`src/rtl/tsdx_pkg.sv`:
```
`timescale 1ns / 1ps
package tsdx_pkg;

    typedef enum logic [1:0] {
        REQ_START  = 2'd0,
        REQ_SAMPLE = 2'd1,
        REQ_FINISH = 2'd2,
        REQ_NONE   = 2'd3
    } req_e_t;

    typedef enum logic [1:0] {
        ST_OK       = 2'd0,
        ST_DELTA    = 2'd1,
        ST_OVERFLOW = 2'd2,
        ST_UNUSED   = 2'd3
    } status_e_t;

    localparam logic [63:0] FIRST_DELTA_MAX = 64'd16383;
    localparam logic [7:0]  HEADER_BITS     = 8'd96;
    localparam int          CODE_W          = 128;

    typedef struct packed {
        logic [1:0]  req_type;
        logic [63:0] timestamp;
        logic [63:0] value_bits;
    } in_item_t;

    typedef struct packed {
        logic [63:0] out_word;
        logic        word_valid;
        logic        last;
        logic [1:0]  status;
        logic [31:0] point_count;
        logic [34:0] bit_length;
    } out_item_t;

    typedef struct packed {
        logic [63:0] block_start_time;
        logic [31:0] capacity_bytes;
    } cfg_t;

    // One classified item handed from front to back.
    typedef struct packed {
        logic              restart;
        logic              flush;
        logic [CODE_W-1:0] code;
        logic [7:0]        len;
        logic [1:0]        status;
        logic [31:0]       count;
        logic [34:0]       bits;
    } entry_t;

endpackage

```
`src/rtl/time_series_delta_xor_encoder.sv`:
```
`timescale 1ns / 1ps
// Delta-of-delta / XOR time series encoder. Items on s_ carry a request (start, sample,
// finish); results on m_ carry finished 64-bit stream words, MSB first, with status,
// point count and bit length. The front stage takes no new item into its second stage
// until the last one has left it: the encoder state (previous time, delta, value, XOR
// window, bit count) is committed by the second front stage and the next item's deltas
// are formed only from it. A short queue sits between the front and the word packer,
// so the front keeps working while results wait on m_ready. A sample whose code crosses
// a word boundary twice yields two results. Registers: block_start_time at 0x0,
// capacity_bytes at 0x8 (64-bit APB data); write them only while the block is idle.
module time_series_delta_xor_encoder
    import tsdx_pkg::*;
#(
    parameter int QUEUE_DEPTH = 2
) (
    input  logic        aclk,
    input  logic        aresetn,
    // item input
    input  logic        s_valid,
    output logic        s_ready,
    input  in_item_t    s_data,
    // result output
    output logic        m_valid,
    input  logic        m_ready,
    output out_item_t   m_data,
    // register port
    input  logic        psel,
    input  logic        penable,
    input  logic        pwrite,
    input  logic [3:0]  paddr,
    input  logic [63:0] pwdata,
    output logic [63:0] prdata,
    output logic        pready
);

    localparam logic CFG_BLOCK_TIME = 1'b0;
    localparam logic CFG_CAPACITY   = 1'b1;

    cfg_t   cfg_reg;
    logic   q_full, q_push, q_pop, q_valid;
    entry_t q_in, q_head;

    // Registers decode on paddr[3] only; block_start_time is 8 bytes wide, capacity_bytes 4.
    assign pready = 1'b1;
    always_comb begin
        case (paddr[3])
            CFG_BLOCK_TIME: prdata = cfg_reg.block_start_time;
            default:        prdata = {32'b0, cfg_reg.capacity_bytes};
        endcase
    end

    always_ff @(posedge aclk) begin
        if (!aresetn) begin
            cfg_reg.block_start_time <= '0;
            cfg_reg.capacity_bytes   <= 32'hFFFF_FFFF;
        end else if (psel && penable && pwrite) begin
            if (paddr[3] == CFG_CAPACITY)
                cfg_reg.capacity_bytes <= pwdata[31:0];
            else
                cfg_reg.block_start_time <= pwdata;
        end
    end

    // Front: classify, encode, capacity check, state commit.
    tsdx_front u_front (
        .aclk    (aclk),
        .aresetn (aresetn),
        .s_valid (s_valid),
        .s_ready (s_ready),
        .s_data  (s_data),
        .cfg     (cfg_reg),
        .q_full  (q_full),
        .q_push  (q_push),
        .q_entry (q_in)
    );

    tsdx_queue #(.DEPTH(QUEUE_DEPTH)) u_queue (
        .aclk       (aclk),
        .aresetn    (aresetn),
        .push       (q_push),
        .push_data  (q_in),
        .full       (q_full),
        .pop        (q_pop),
        .head_valid (q_valid),
        .head_data  (q_head)
    );

    // Back: bit packing into words and result delivery.
    tsdx_back u_back (
        .aclk    (aclk),
        .aresetn (aresetn),
        .q_valid (q_valid),
        .q_entry (q_head),
        .q_pop   (q_pop),
        .m_valid (m_valid),
        .m_ready (m_ready),
        .m_data  (m_data)
    );

endmodule

```
`src/rtl/tsdx_front.sv`:
```
`timescale 1ns / 1ps
module tsdx_front
    import tsdx_pkg::*;
(
    input  logic     aclk,
    input  logic     aresetn,
    input  logic     s_valid,
    output logic     s_ready,
    input  in_item_t s_data,
    input  cfg_t     cfg,
    input  logic     q_full,
    output logic     q_push,
    output entry_t   q_entry
);

    function automatic logic [5:0] clz64(input logic [63:0] v);
        logic [63:0] t;
        logic [5:0]  n;
        begin
            t = v;
            n = '0;
            if (t[63:32] == '0) begin n[5] = 1'b1; t = {t[31:0], 32'b0}; end
            if (t[63:48] == '0) begin n[4] = 1'b1; t = {t[47:0], 16'b0}; end
            if (t[63:56] == '0) begin n[3] = 1'b1; t = {t[55:0], 8'b0}; end
            if (t[63:60] == '0) begin n[2] = 1'b1; t = {t[59:0], 4'b0}; end
            if (t[63:62] == '0) begin n[1] = 1'b1; t = {t[61:0], 2'b0}; end
            if (!t[63]) n[0] = 1'b1;
            return n;
        end
    endfunction

    function automatic logic [63:0] rev64(input logic [63:0] v);
        logic [63:0] r;
        begin
            for (int i = 0; i < 64; i++) r[i] = v[63-i];
            return r;
        end
    endfunction

    // stage A: input register
    logic     a_valid_reg, a_valid_next;
    in_item_t a_reg;

    // stage B: deltas, xor, zero counts
    logic        b_valid_reg, b_valid_next;
    logic [1:0]  b_req_reg;
    logic [63:0] b_ts_reg, b_v_reg, b_delta_reg, b_dod_reg, b_x_reg, b_xwin_reg;
    logic        b_xzero_reg;
    logic [4:0]  b_ld_reg;
    logic [5:0]  b_tr_reg;

    // encoder state
    logic [63:0] prev_time_reg, prev_time_next;
    logic [63:0] prev_delta_reg, prev_delta_next;
    logic [63:0] prev_value_reg, prev_value_next;
    logic [5:0]  wl_reg, wl_next;
    logic [6:0]  wt_reg, wt_next;
    logic        first_reg, first_next;
    logic [31:0] count_reg, count_next;
    logic [34:0] bits_reg, bits_next;

    logic a_adv;
    assign a_adv   = a_valid_reg && !b_valid_reg;
    assign s_ready = !a_valid_reg || a_adv;

    logic [63:0] x_a;
    logic [5:0]  lz_a, tz_a;
    assign x_a  = prev_value_reg ^ a_reg.value_bits;
    assign lz_a = clz64(x_a);
    assign tz_a = clz64(rev64(x_a));

    // code build from stage B
    logic [35:0]       tcode;
    logic [7:0]        tlen;
    logic [76:0]       vcode;
    logic [7:0]        vlen;
    logic [CODE_W-1:0] scode;
    logic [7:0]        slen;
    logic              in_win;
    logic [7:0]        m_win, m_new;
    logic [35:0]       need;
    logic [35:0]       cap8;

    always_comb begin
        in_win = ({1'b0, b_ld_reg} >= wl_reg) && ({1'b0, b_tr_reg} >= wt_reg);
        m_win  = 8'd64 - {2'b0, wl_reg} - {1'b0, wt_reg};
        m_new  = 8'd64 - {3'b0, b_ld_reg} - {2'b0, b_tr_reg};
        if (b_dod_reg == '0) begin
            tcode = 36'b0; tlen = 8'd1;
        end else if (b_dod_reg[63:6] == '0 || b_dod_reg[63:6] == '1) begin
            tcode = {2'b10, b_dod_reg[6:0], 27'b0}; tlen = 8'd9;
        end else if (b_dod_reg[63:8] == '0 || b_dod_reg[63:8] == '1) begin
            tcode = {3'b110, b_dod_reg[8:0], 24'b0}; tlen = 8'd12;
        end else if (b_dod_reg[63:11] == '0 || b_dod_reg[63:11] == '1) begin
            tcode = {4'b1110, b_dod_reg[11:0], 20'b0}; tlen = 8'd16;
        end else begin
            tcode = {4'b1111, b_dod_reg[31:0]}; tlen = 8'd36;
        end
        if (b_xzero_reg) begin
            vcode = 77'b0; vlen = 8'd1;
        end else if (in_win) begin
            vcode = {2'b10, b_xwin_reg, 11'b0}; vlen = 8'd2 + m_win;
        end else begin
            vcode = {2'b11, b_ld_reg, m_new[5:0], b_x_reg << b_ld_reg};
            vlen  = 8'd13 + m_new;
        end
        if (first_reg) begin
            scode = {b_delta_reg[13:0], b_v_reg, 50'b0};
            slen  = 8'd78;
        end else begin
            scode = {tcode, 92'b0} | ({vcode, 51'b0} >> tlen);
            slen  = tlen + vlen;
        end
        need = {1'b0, bits_reg} + {28'b0, slen};
        cap8 = {1'b0, cfg.capacity_bytes, 3'b0};
    end

    always_comb begin
        prev_time_next  = prev_time_reg;
        prev_delta_next = prev_delta_reg;
        prev_value_next = prev_value_reg;
        wl_next         = wl_reg;
        wt_next         = wt_reg;
        first_next      = first_reg;
        count_next      = count_reg;
        bits_next       = bits_reg;
        q_push          = 1'b0;
        q_entry         = '0;
        if (b_valid_reg && !q_full) begin
            q_push = 1'b1;
            case (b_req_reg)
                REQ_START: begin
                    prev_time_next  = cfg.block_start_time;
                    prev_delta_next = '0;
                    prev_value_next = '0;
                    wl_next         = '0;
                    wt_next         = '0;
                    first_next      = 1'b1;
                    count_next      = '0;
                    q_entry.restart = 1'b1;
                    if ({28'b0, HEADER_BITS} > cap8) begin
                        bits_next      = '0;
                        q_entry.status = ST_OVERFLOW;
                    end else begin
                        bits_next    = {27'b0, HEADER_BITS};
                        q_entry.code = {cfg.block_start_time, 64'b0};
                        q_entry.len  = HEADER_BITS;
                    end
                end
                REQ_SAMPLE: begin
                    if (first_reg && b_delta_reg > FIRST_DELTA_MAX) begin
                        q_entry.status = ST_DELTA;
                    end else if (need > cap8) begin
                        q_entry.status = ST_OVERFLOW;
                    end else begin
                        q_entry.code    = scode;
                        q_entry.len     = slen;
                        bits_next       = need[34:0];
                        count_next      = count_reg + 32'd1;
                        prev_time_next  = b_ts_reg;
                        prev_delta_next = b_delta_reg;
                        prev_value_next = b_v_reg;
                        first_next      = 1'b0;
                        if (first_reg) begin
                            wl_next = '0;
                            wt_next = '0;
                        end else if (!b_xzero_reg && !in_win) begin
                            wl_next = {1'b0, b_ld_reg};
                            wt_next = {1'b0, b_tr_reg};
                        end
                    end
                end
                REQ_FINISH: q_entry.flush = 1'b1;
                default: ;
            endcase
            q_entry.count = count_next;
            q_entry.bits  = bits_next;
        end
    end

    always_comb begin
        a_valid_next = a_valid_reg;
        if (a_adv) a_valid_next = 1'b0;
        if (s_valid && s_ready) a_valid_next = 1'b1;
        b_valid_next = a_adv ? 1'b1 : (q_push ? 1'b0 : b_valid_reg);
    end

    always_ff @(posedge aclk) begin
        if (!aresetn) begin
            a_valid_reg    <= 1'b0;
            b_valid_reg    <= 1'b0;
            prev_time_reg  <= '0;
            prev_delta_reg <= '0;
            prev_value_reg <= '0;
            wl_reg         <= '0;
            wt_reg         <= '0;
            first_reg      <= 1'b1;
            count_reg      <= '0;
            bits_reg       <= '0;
        end else begin
            a_valid_reg    <= a_valid_next;
            b_valid_reg    <= b_valid_next;
            prev_time_reg  <= prev_time_next;
            prev_delta_reg <= prev_delta_next;
            prev_value_reg <= prev_value_next;
            wl_reg         <= wl_next;
            wt_reg         <= wt_next;
            first_reg      <= first_next;
            count_reg      <= count_next;
            bits_reg       <= bits_next;
        end
    end

    always_ff @(posedge aclk) begin
        if (s_valid && s_ready) a_reg <= s_data;
        if (a_adv) begin
            b_req_reg   <= a_reg.req_type;
            b_ts_reg    <= a_reg.timestamp;
            b_v_reg     <= a_reg.value_bits;
            b_delta_reg <= a_reg.timestamp - prev_time_reg;
            b_dod_reg   <= a_reg.timestamp - prev_time_reg - prev_delta_reg;
            b_x_reg     <= x_a;
            b_xzero_reg <= (x_a == '0);
            b_ld_reg    <= lz_a[5] ? 5'd31 : lz_a[4:0];
            b_tr_reg    <= tz_a;
            b_xwin_reg  <= x_a << wl_reg;
        end
    end

endmodule

```
`src/rtl/tsdx_queue.sv`:
```
`timescale 1ns / 1ps
module tsdx_queue
    import tsdx_pkg::*;
#(
    parameter int DEPTH = 2
) (
    input  logic   aclk,
    input  logic   aresetn,
    input  logic   push,
    input  entry_t push_data,
    output logic   full,
    input  logic   pop,
    output logic   head_valid,
    output entry_t head_data
);

    localparam int PW = $clog2(DEPTH);
    localparam int CW = $clog2(DEPTH + 1);

    entry_t          mem [DEPTH];
    logic [PW-1:0]   wr_reg, rd_reg;
    logic [CW-1:0]   cnt_reg;

    assign full       = (cnt_reg == CW'(DEPTH));
    assign head_valid = (cnt_reg != '0);
    assign head_data  = mem[rd_reg];

    always_ff @(posedge aclk) begin
        if (!aresetn) begin
            wr_reg  <= '0;
            rd_reg  <= '0;
            cnt_reg <= '0;
        end else begin
            if (push)
                wr_reg <= (wr_reg == PW'(DEPTH - 1)) ? '0 : wr_reg + PW'(1);
            if (pop)
                rd_reg <= (rd_reg == PW'(DEPTH - 1)) ? '0 : rd_reg + PW'(1);
            if (push && !pop)
                cnt_reg <= cnt_reg + CW'(1);
            else if (pop && !push)
                cnt_reg <= cnt_reg - CW'(1);
        end
    end

    always_ff @(posedge aclk) begin
        if (push) mem[wr_reg] <= push_data;
    end

endmodule

```
`src/rtl/tsdx_back.sv`:
```
`timescale 1ns / 1ps
module tsdx_back
    import tsdx_pkg::*;
(
    input  logic      aclk,
    input  logic      aresetn,
    input  logic      q_valid,
    input  entry_t    q_entry,
    output logic      q_pop,
    output logic      m_valid,
    input  logic      m_ready,
    output out_item_t m_data
);

    logic [63:0] pack_word_reg;
    logic [5:0]  pack_fill_reg;
    out_item_t   out_reg, pend_reg;
    logic        out_valid_reg, pend_valid_reg;

    logic [63:0]  base_word;
    logic [5:0]   base_fill;
    logic [191:0] wide;
    logic [7:0]   total;
    logic [1:0]   nw;
    out_item_t    r0, r1;
    logic [63:0]  rest;

    assign q_pop   = q_valid && (!out_valid_reg || (m_ready && !pend_valid_reg));
    assign m_valid = out_valid_reg;
    assign m_data  = out_reg;

    always_comb begin
        base_word = q_entry.restart ? 64'b0 : pack_word_reg;
        base_fill = q_entry.restart ? 6'b0 : pack_fill_reg;
        wide  = {base_word, 128'b0} | ({q_entry.code, 64'b0} >> base_fill);
        total = {2'b0, base_fill} + q_entry.len;
        nw    = total[7:6];
        r0             = '0;
        r0.status      = q_entry.status;
        r0.point_count = q_entry.count;
        r0.bit_length  = q_entry.bits;
        r1             = r0;
        r1.out_word    = wide[127:64];
        r1.word_valid  = 1'b1;
        r1.last        = 1'b1;
        case (nw)
            2'd0:    rest = wide[191:128];
            2'd1:    rest = wide[127:64];
            default: rest = wide[63:0];
        endcase
        if (q_entry.flush) begin
            // pending bits already zero padded
            r0.word_valid = (pack_fill_reg != '0);
            r0.out_word   = r0.word_valid ? pack_word_reg : 64'b0;
            r0.last       = 1'b1;
            r0.status     = ST_OK;
        end else if (nw != 2'd0) begin
            r0.out_word   = wide[191:128];
            r0.word_valid = 1'b1;
            r0.last       = (nw == 2'd1);
        end else begin
            r0.last = 1'b1;
        end
    end

    always_ff @(posedge aclk) begin
        if (!aresetn) begin
            out_valid_reg  <= 1'b0;
            pend_valid_reg <= 1'b0;
            pack_word_reg  <= '0;
            pack_fill_reg  <= '0;
        end else begin
            if (q_pop) begin
                out_valid_reg  <= 1'b1;
                out_reg        <= r0;
                pend_reg       <= r1;
                pend_valid_reg <= !q_entry.flush && (nw == 2'd2);
                if (q_entry.flush) begin
                    pack_word_reg <= '0;
                    pack_fill_reg <= '0;
                end else begin
                    pack_word_reg <= rest;
                    pack_fill_reg <= total[5:0];
                end
            end else if (out_valid_reg && m_ready) begin
                if (pend_valid_reg) begin
                    out_reg        <= pend_reg;
                    pend_valid_reg <= 1'b0;
                end else begin
                    out_valid_reg <= 1'b0;
                end
            end
        end
    end

    a_pend_needs_out: assert property (@(posedge aclk) disable iff (!aresetn)
        pend_valid_reg |-> out_valid_reg)
        else $error("second word pending without a first");

    a_pend_not_last: assert property (@(posedge aclk) disable iff (!aresetn)
        pend_valid_reg |-> !out_reg.last)
        else $error("first of two words marked last");

    a_empty_word_zero: assert property (@(posedge aclk) disable iff (!aresetn)
        (out_valid_reg && !out_reg.word_valid) |-> (out_reg.out_word == '0 && out_reg.last))
        else $error("word-less result carries bits");

    a_pend_drains: assert property (@(posedge aclk) disable iff (!aresetn)
        (pend_valid_reg && m_ready) |=> (out_valid_reg && out_reg.last))
        else $error("second word lost");

endmodule
```
`config.mk`:
```
export PLATFORM = sky130hd
export DESIGN_NAME = time_series_delta_xor_encoder
export DESIGN_NICKNAME = d
export VERILOG_FILES = /design/src/rtl/tsdx_pkg.sv /design/src/rtl/time_series_delta_xor_encoder.sv /design/src/rtl/tsdx_front.sv /design/src/rtl/tsdx_queue.sv /design/src/rtl/tsdx_back.sv
export SDC_FILE = /design/constraint.sdc
export NUM_CORES = 2
export LEC_CHECK = 0
export BUFFER_PORTS_ARGS = -buffer_cell sky130_fd_sc_hd__buf_2
export CAP_MARGIN = 5
export CORE_ASPECT_RATIO = 0.6
export CORE_MARGIN = 3
export CORE_UTILIZATION = 60
export DETAILED_ROUTE_END_ITERATION = 10
export GPL_TIMING_DRIVEN = 0
export MAX_ROUTING_LAYER = met4
export PLACE_DENSITY_LB_ADDON = 0.2
export SLEW_MARGIN = 20
export SYNTH_ARGS = -nofsm -noshare
export SYNTH_HDL_FRONTEND = slang
export SYNTH_HIERARCHICAL = 1
export SYNTH_SLANG_ARGS = --single-unit
```
`constraint.sdc`:
```
create_clock -name aclk -period 26.5 [get_ports aclk]
set_clock_uncertainty 0.1 [all_clocks]
set_input_delay 3.975 -clock aclk [delete_from_list [all_inputs] [get_ports aclk]]
set_output_delay 3.975 -clock aclk [all_outputs]
set_load 0.005 [all_outputs]
```
==> impl_metrics.yaml, run 1 <==
status:
  status: "aborted with a tool error"
  stop_stage: "global routing (5_1_grt)"
  error: "[ERROR GRT-0116] Global routing finished with congestion. Check the congestion regions in the DRC Viewer."
clocking:
  cts_buffers: 159
  cts_max_level: 4
  cts_buffer_depth: 4
  cts_resized: 0
  cts_setup_buffers: 0
  clock_sinks: 1656
  root_buffer: "clkbuf_16"
  ctsHoldBuffers: 0
place:
  port-buffer-count: 402
  place_congestion: 1.46
  dp_hpwl_um: 419000
  place_area_um2: 106000
  place_inst: 12500
  preCtsSetupSlack_ns: 13.14
synth:
  yosysTopAreaCell: "edfxtp_1"
  synth_area_leaders: "edfxtp_1, dfxtp_1, mux2i_1"
  synth_top_area_share_pct: 36.3
  synth_enable_flop_cells: 1210
  ys_types: 127
  post_synth.cell_area_avg_um2: 10.2
  seq_area_frac_synth_pct: 45.2
  yosys_warnings: 6
  syn_inst: 9790
  synth-main-ff-cell: "edfxtp_1"
  syn_area_um2: 100000
  async_reset_ff_share_pct: 0
  ys_ff_latch: 1656
global_routing:
  grt-ovfl-total: 8
  grt_use_total_pct: 67.3
  grt_pass1_vias: 104000
  grt_max_degree: 64
  grt_pass1_wl_um: 797000
die:
  die_x_um: 533
  io_pins: 407
  initial_core_util_pct: 60.7
  die_h_um: 322
  rows: 115
-- metrics by stage --
stage                     hold WS, ns  util, %
after CTS                       0.323     67.5
after detailed placement        0.307     64.5
after global placement          0.304     63.7
after floorplan                 0.300        -
-- cells in the mapped netlist (118+ instances only) --
master,n
nand2_1,994
inv_1,336
o211ai_1,132
a21oi_1,519
a221oi_1,118
mux2i_1,553
ha_1,213
nand3_1,168
a22o_1,180
xnor2_1,164
buf_2,188
nor3_1,155
nor2_1,732
clkbuf_1,394
dfxtp_1,446
a22oi_1,202
nor2b_1,161
mux2_2,174
mux2_4,130
o21ai_0,506
edfxtp_1,1210
a21o_1,120
-- routing by layer --
metal	GRT overflow	global-route usage [%]
met1	5	76.7
met2	0	78.8
met3	3	53.0
met4	0	42.4
met5	-	-
-- kinds of logic after synthesis --
kind of cell    count (synthesis)  share of synthesized area (%)
xor+xnor                      261                           2.34
other cells                     2                        0.00751
buf+inv                      1116                           5.02
compound gates               2821                           20.0
flops                        1656                           45.2
mux                           960                           11.8
simple gates                 2756                           12.8
fa+ha+maj                     218                           2.76
==> run 2, diff against run 1 <==
CORE_ASPECT_RATIO = not set   (was 0.6)
CORE_UTILIZATION = 40   (was 60)
MAX_ROUTING_LAYER = not set   (was met4)
PLACE_DENSITY_LB_ADDON = 0.15   (was 0.2)
==> impl_metrics.yaml, run 2 <==
status:
  status: "finished clean"
finish:
  layout_common_cells: "edfxtp_1, nand2_1, nor2_1"
  post-route-util_pct: 46.4
  final.fill_count: 23300
  multiInputGateArea_um2: 50400
  largest_reg_flops: 414
  final_common_cell: "edfxtp_1"
  seq_area_um2: 45300
  stdcell_area_um2: 115000
  drive_gt1_share_pct: 16.7
  nNetsFinal: 10900
  syn2layout_area_growth_pct: 14.6
synth:
  ys_types: 127
  yosys_warnings: 6
  async_reset_ff_share_pct: 0
  ys_ff_latch: 1656
  post_synth.cell_area_avg_um2: 10.2
  seq_area_frac_synth_pct: 45.2
  syn_area_um2: 100000
  synth_top_area_share_pct: 36.3
  synth_enable_flop_cells: 1210
  synth.most_common_cell: "edfxtp_1"
  synth.top_cells.by_count: "edfxtp_1, nand2_1, nor2_1"
  synth-main-ff-cell: "edfxtp_1"
  yosysTopAreaCell: "edfxtp_1"
  synth_area_leaders: "edfxtp_1, dfxtp_1, mux2i_1"
  syn_inst: 9790
worst_setup_path:
  slowest_stage: "buf_1"
  crit_arrival_ns: 15.09
  worstPathMaxFanout: 11
  setup.worst_path.start_class: "register"
  crit_start: "u_front/wl_reg[1]$_SDFFE_PN0P_"
  endpoint_kind: "register"
  max_stage_delay_ns: 0.83
  worstReg2RegStart: "u_front/wl_reg[1]$_SDFFE_PN0P_"
  cp_common_cell: "a21o_1"
  cpLargestDelayFamily: "compound AO/OA/AOI/OAI gates"
  critPathBufInv: 10
  worst-setup-path-type: "reg2reg"
  worst-endpoint-required_ns: 26.95
timing:
  slew_headroom_pct: 9.27
  finalSetupViolations: 0
  post-route-min-period_ns: 14.64
  slew_viol_final: 0
  timing.fmax_ghz: 0.0683
  period_share_pct: 55.2
  hold_violations: 0
  tightest_slew_ns: 1.35
  grt_setup_unrepaired: "false"
  fin_tns_setup_ns: 0
detailed_routing:
  viasPerCell: 6.79
  routed_wl_um: 571000
  drt-initial-drc-count: 14500
  firstDrtPassIters: 9
  vias: 94900
  wire_per_inst_um: 40.8
  drc: 0
  antenna_left: 0
clocking:
  ctsHoldBuffers: 0
  cts_setup_buffers: 0
  cts_max_level: 4
  cts_buffers: 181
  cts_resized: 0
  path_clk_slew_ns: 0.06
  root_buffer: "clkbuf_16"
  clock_sinks: 1656
  cts_buffer_depth: 3
  cts_tree: "done"
  clock_latency_ns: 0.92
min_path:
  worstHoldStart: "u_front/a_reg[102]$_DFFE_PP_"
  min_path_type: "reg2reg"
die:
  die_x_um: 506
  io_pins: 407
  design.core.area_um2: 247000
  die_area_um2: 256000
  rows: 182
  initial_core_util_pct: 40.5
  die_h_um: 506
global_routing:
  grt_pass1_vias: 89100
  grt_pass1_wl_um: 768000
  grt_max_degree: 64
  grt-ovfl-total: 0
  antenna_found_initial: 56
  grt_use_total_pct: 43.0
pwr:
  power_mw: 9.97
  power.leakage_nw: 41.9
  power_density_nw_per_um2: 87.0
  peakVddDrop_v: 0.0000708
place:
  place_congestion: 1.14
  place_area_um2: 108000
  dp_hpwl_um: 448000
  port-buffer-count: 402
job:
  cap_violations: 0
-- run 2: cell counts after synthesis --
Identical to the previous run, type by type.
-- run 2: metrics by stage --
step | instances | hold slack (ns) | setup slack, ns
2_1_floorplan | 9804 | 0.300 | 7.29
3_3_place_gp | 13500 | 0.326 | -2.22
3_5_place_dp | 13600 | 0.332 | 12.45
4_1_cts | 13900 | 0.322 | 12.40
5_1_grt | 14000 | 0.338 | 11.51
6_report | 14000 | 0.325 | 11.86
-- run 2: cell families (layout without fill, tap and decap cells) --
| family | count (synthesis) | count (layout) | share of synthesized area, % |
|---|---|---|---|
| mux | 960 | 960 | 11.8 |
| other cells | 2 | 48 | 0.00751 |
| xor+xnor | 261 | 261 | 2.34 |
| fa+ha+maj | 218 | 218 | 2.76 |
| compound gates | 2821 | 2821 | 20.0 |
| flops | 1656 | 1656 | 45.2 |
| simple gates | 2756 | 2756 | 12.8 |
| buf+inv | 1116 | 1953 | 5.02 |
-- run 2: worst paths after layout --
| path | slack, ns | cells after the start | endpoint |
|---|---|---|---|
| worst max-delay path | 11.86 | 44 | u_queue/mem[1][175]$_DFFE_PP_ |
| worst min-delay path | 0.32 | 0 | u_front/b_ts_reg[38]$_DFFE_PP_ |
| worst max register to register | 11.86 | 44 | u_queue/mem[1][175]$_DFFE_PP_ |
| worst min register to register | 0.32 | 0 | u_front/b_ts_reg[38]$_DFFE_PP_ |
-- run 2: cell type report --
type / instances / area share (%)
timing repair buffer: 493 / 2.95
inverter: 358 / 1.17
antenna: 32 / 0.0699
tap: 3312 / 3.62
sequential: 1656 / 39.5
clock inverter: 117 / 1.26
clock buffer: 227 / 4.21
buffer: 758 / 3.24
multi-input combinational: 7032 / 44.0
-- run 2: per-layer routing --
| metal | vias to the layer above | track usage [%] | part of all wire [%] |
|---|---|---|---|
| met4 | 36 | 33.6 | 9.9 |
| met2 | 7236 | 64.1 | 43 |
| met1 | 46900 | 51.6 | 37 |
| li1 | 38600 | - | - |
| met5 | - | 0 | 0.050 |
| met3 | 2254 | 13.2 | 11 |
-- run 2: where the power goes --
group	switching, mW	total, mW	internal [mW]
logic	2.95	4.07	1.12
registers	0.141	3.27	3.13
clock network	1.15	2.63	1.48
No activity file was read; power rests on OpenSTA's default activity.
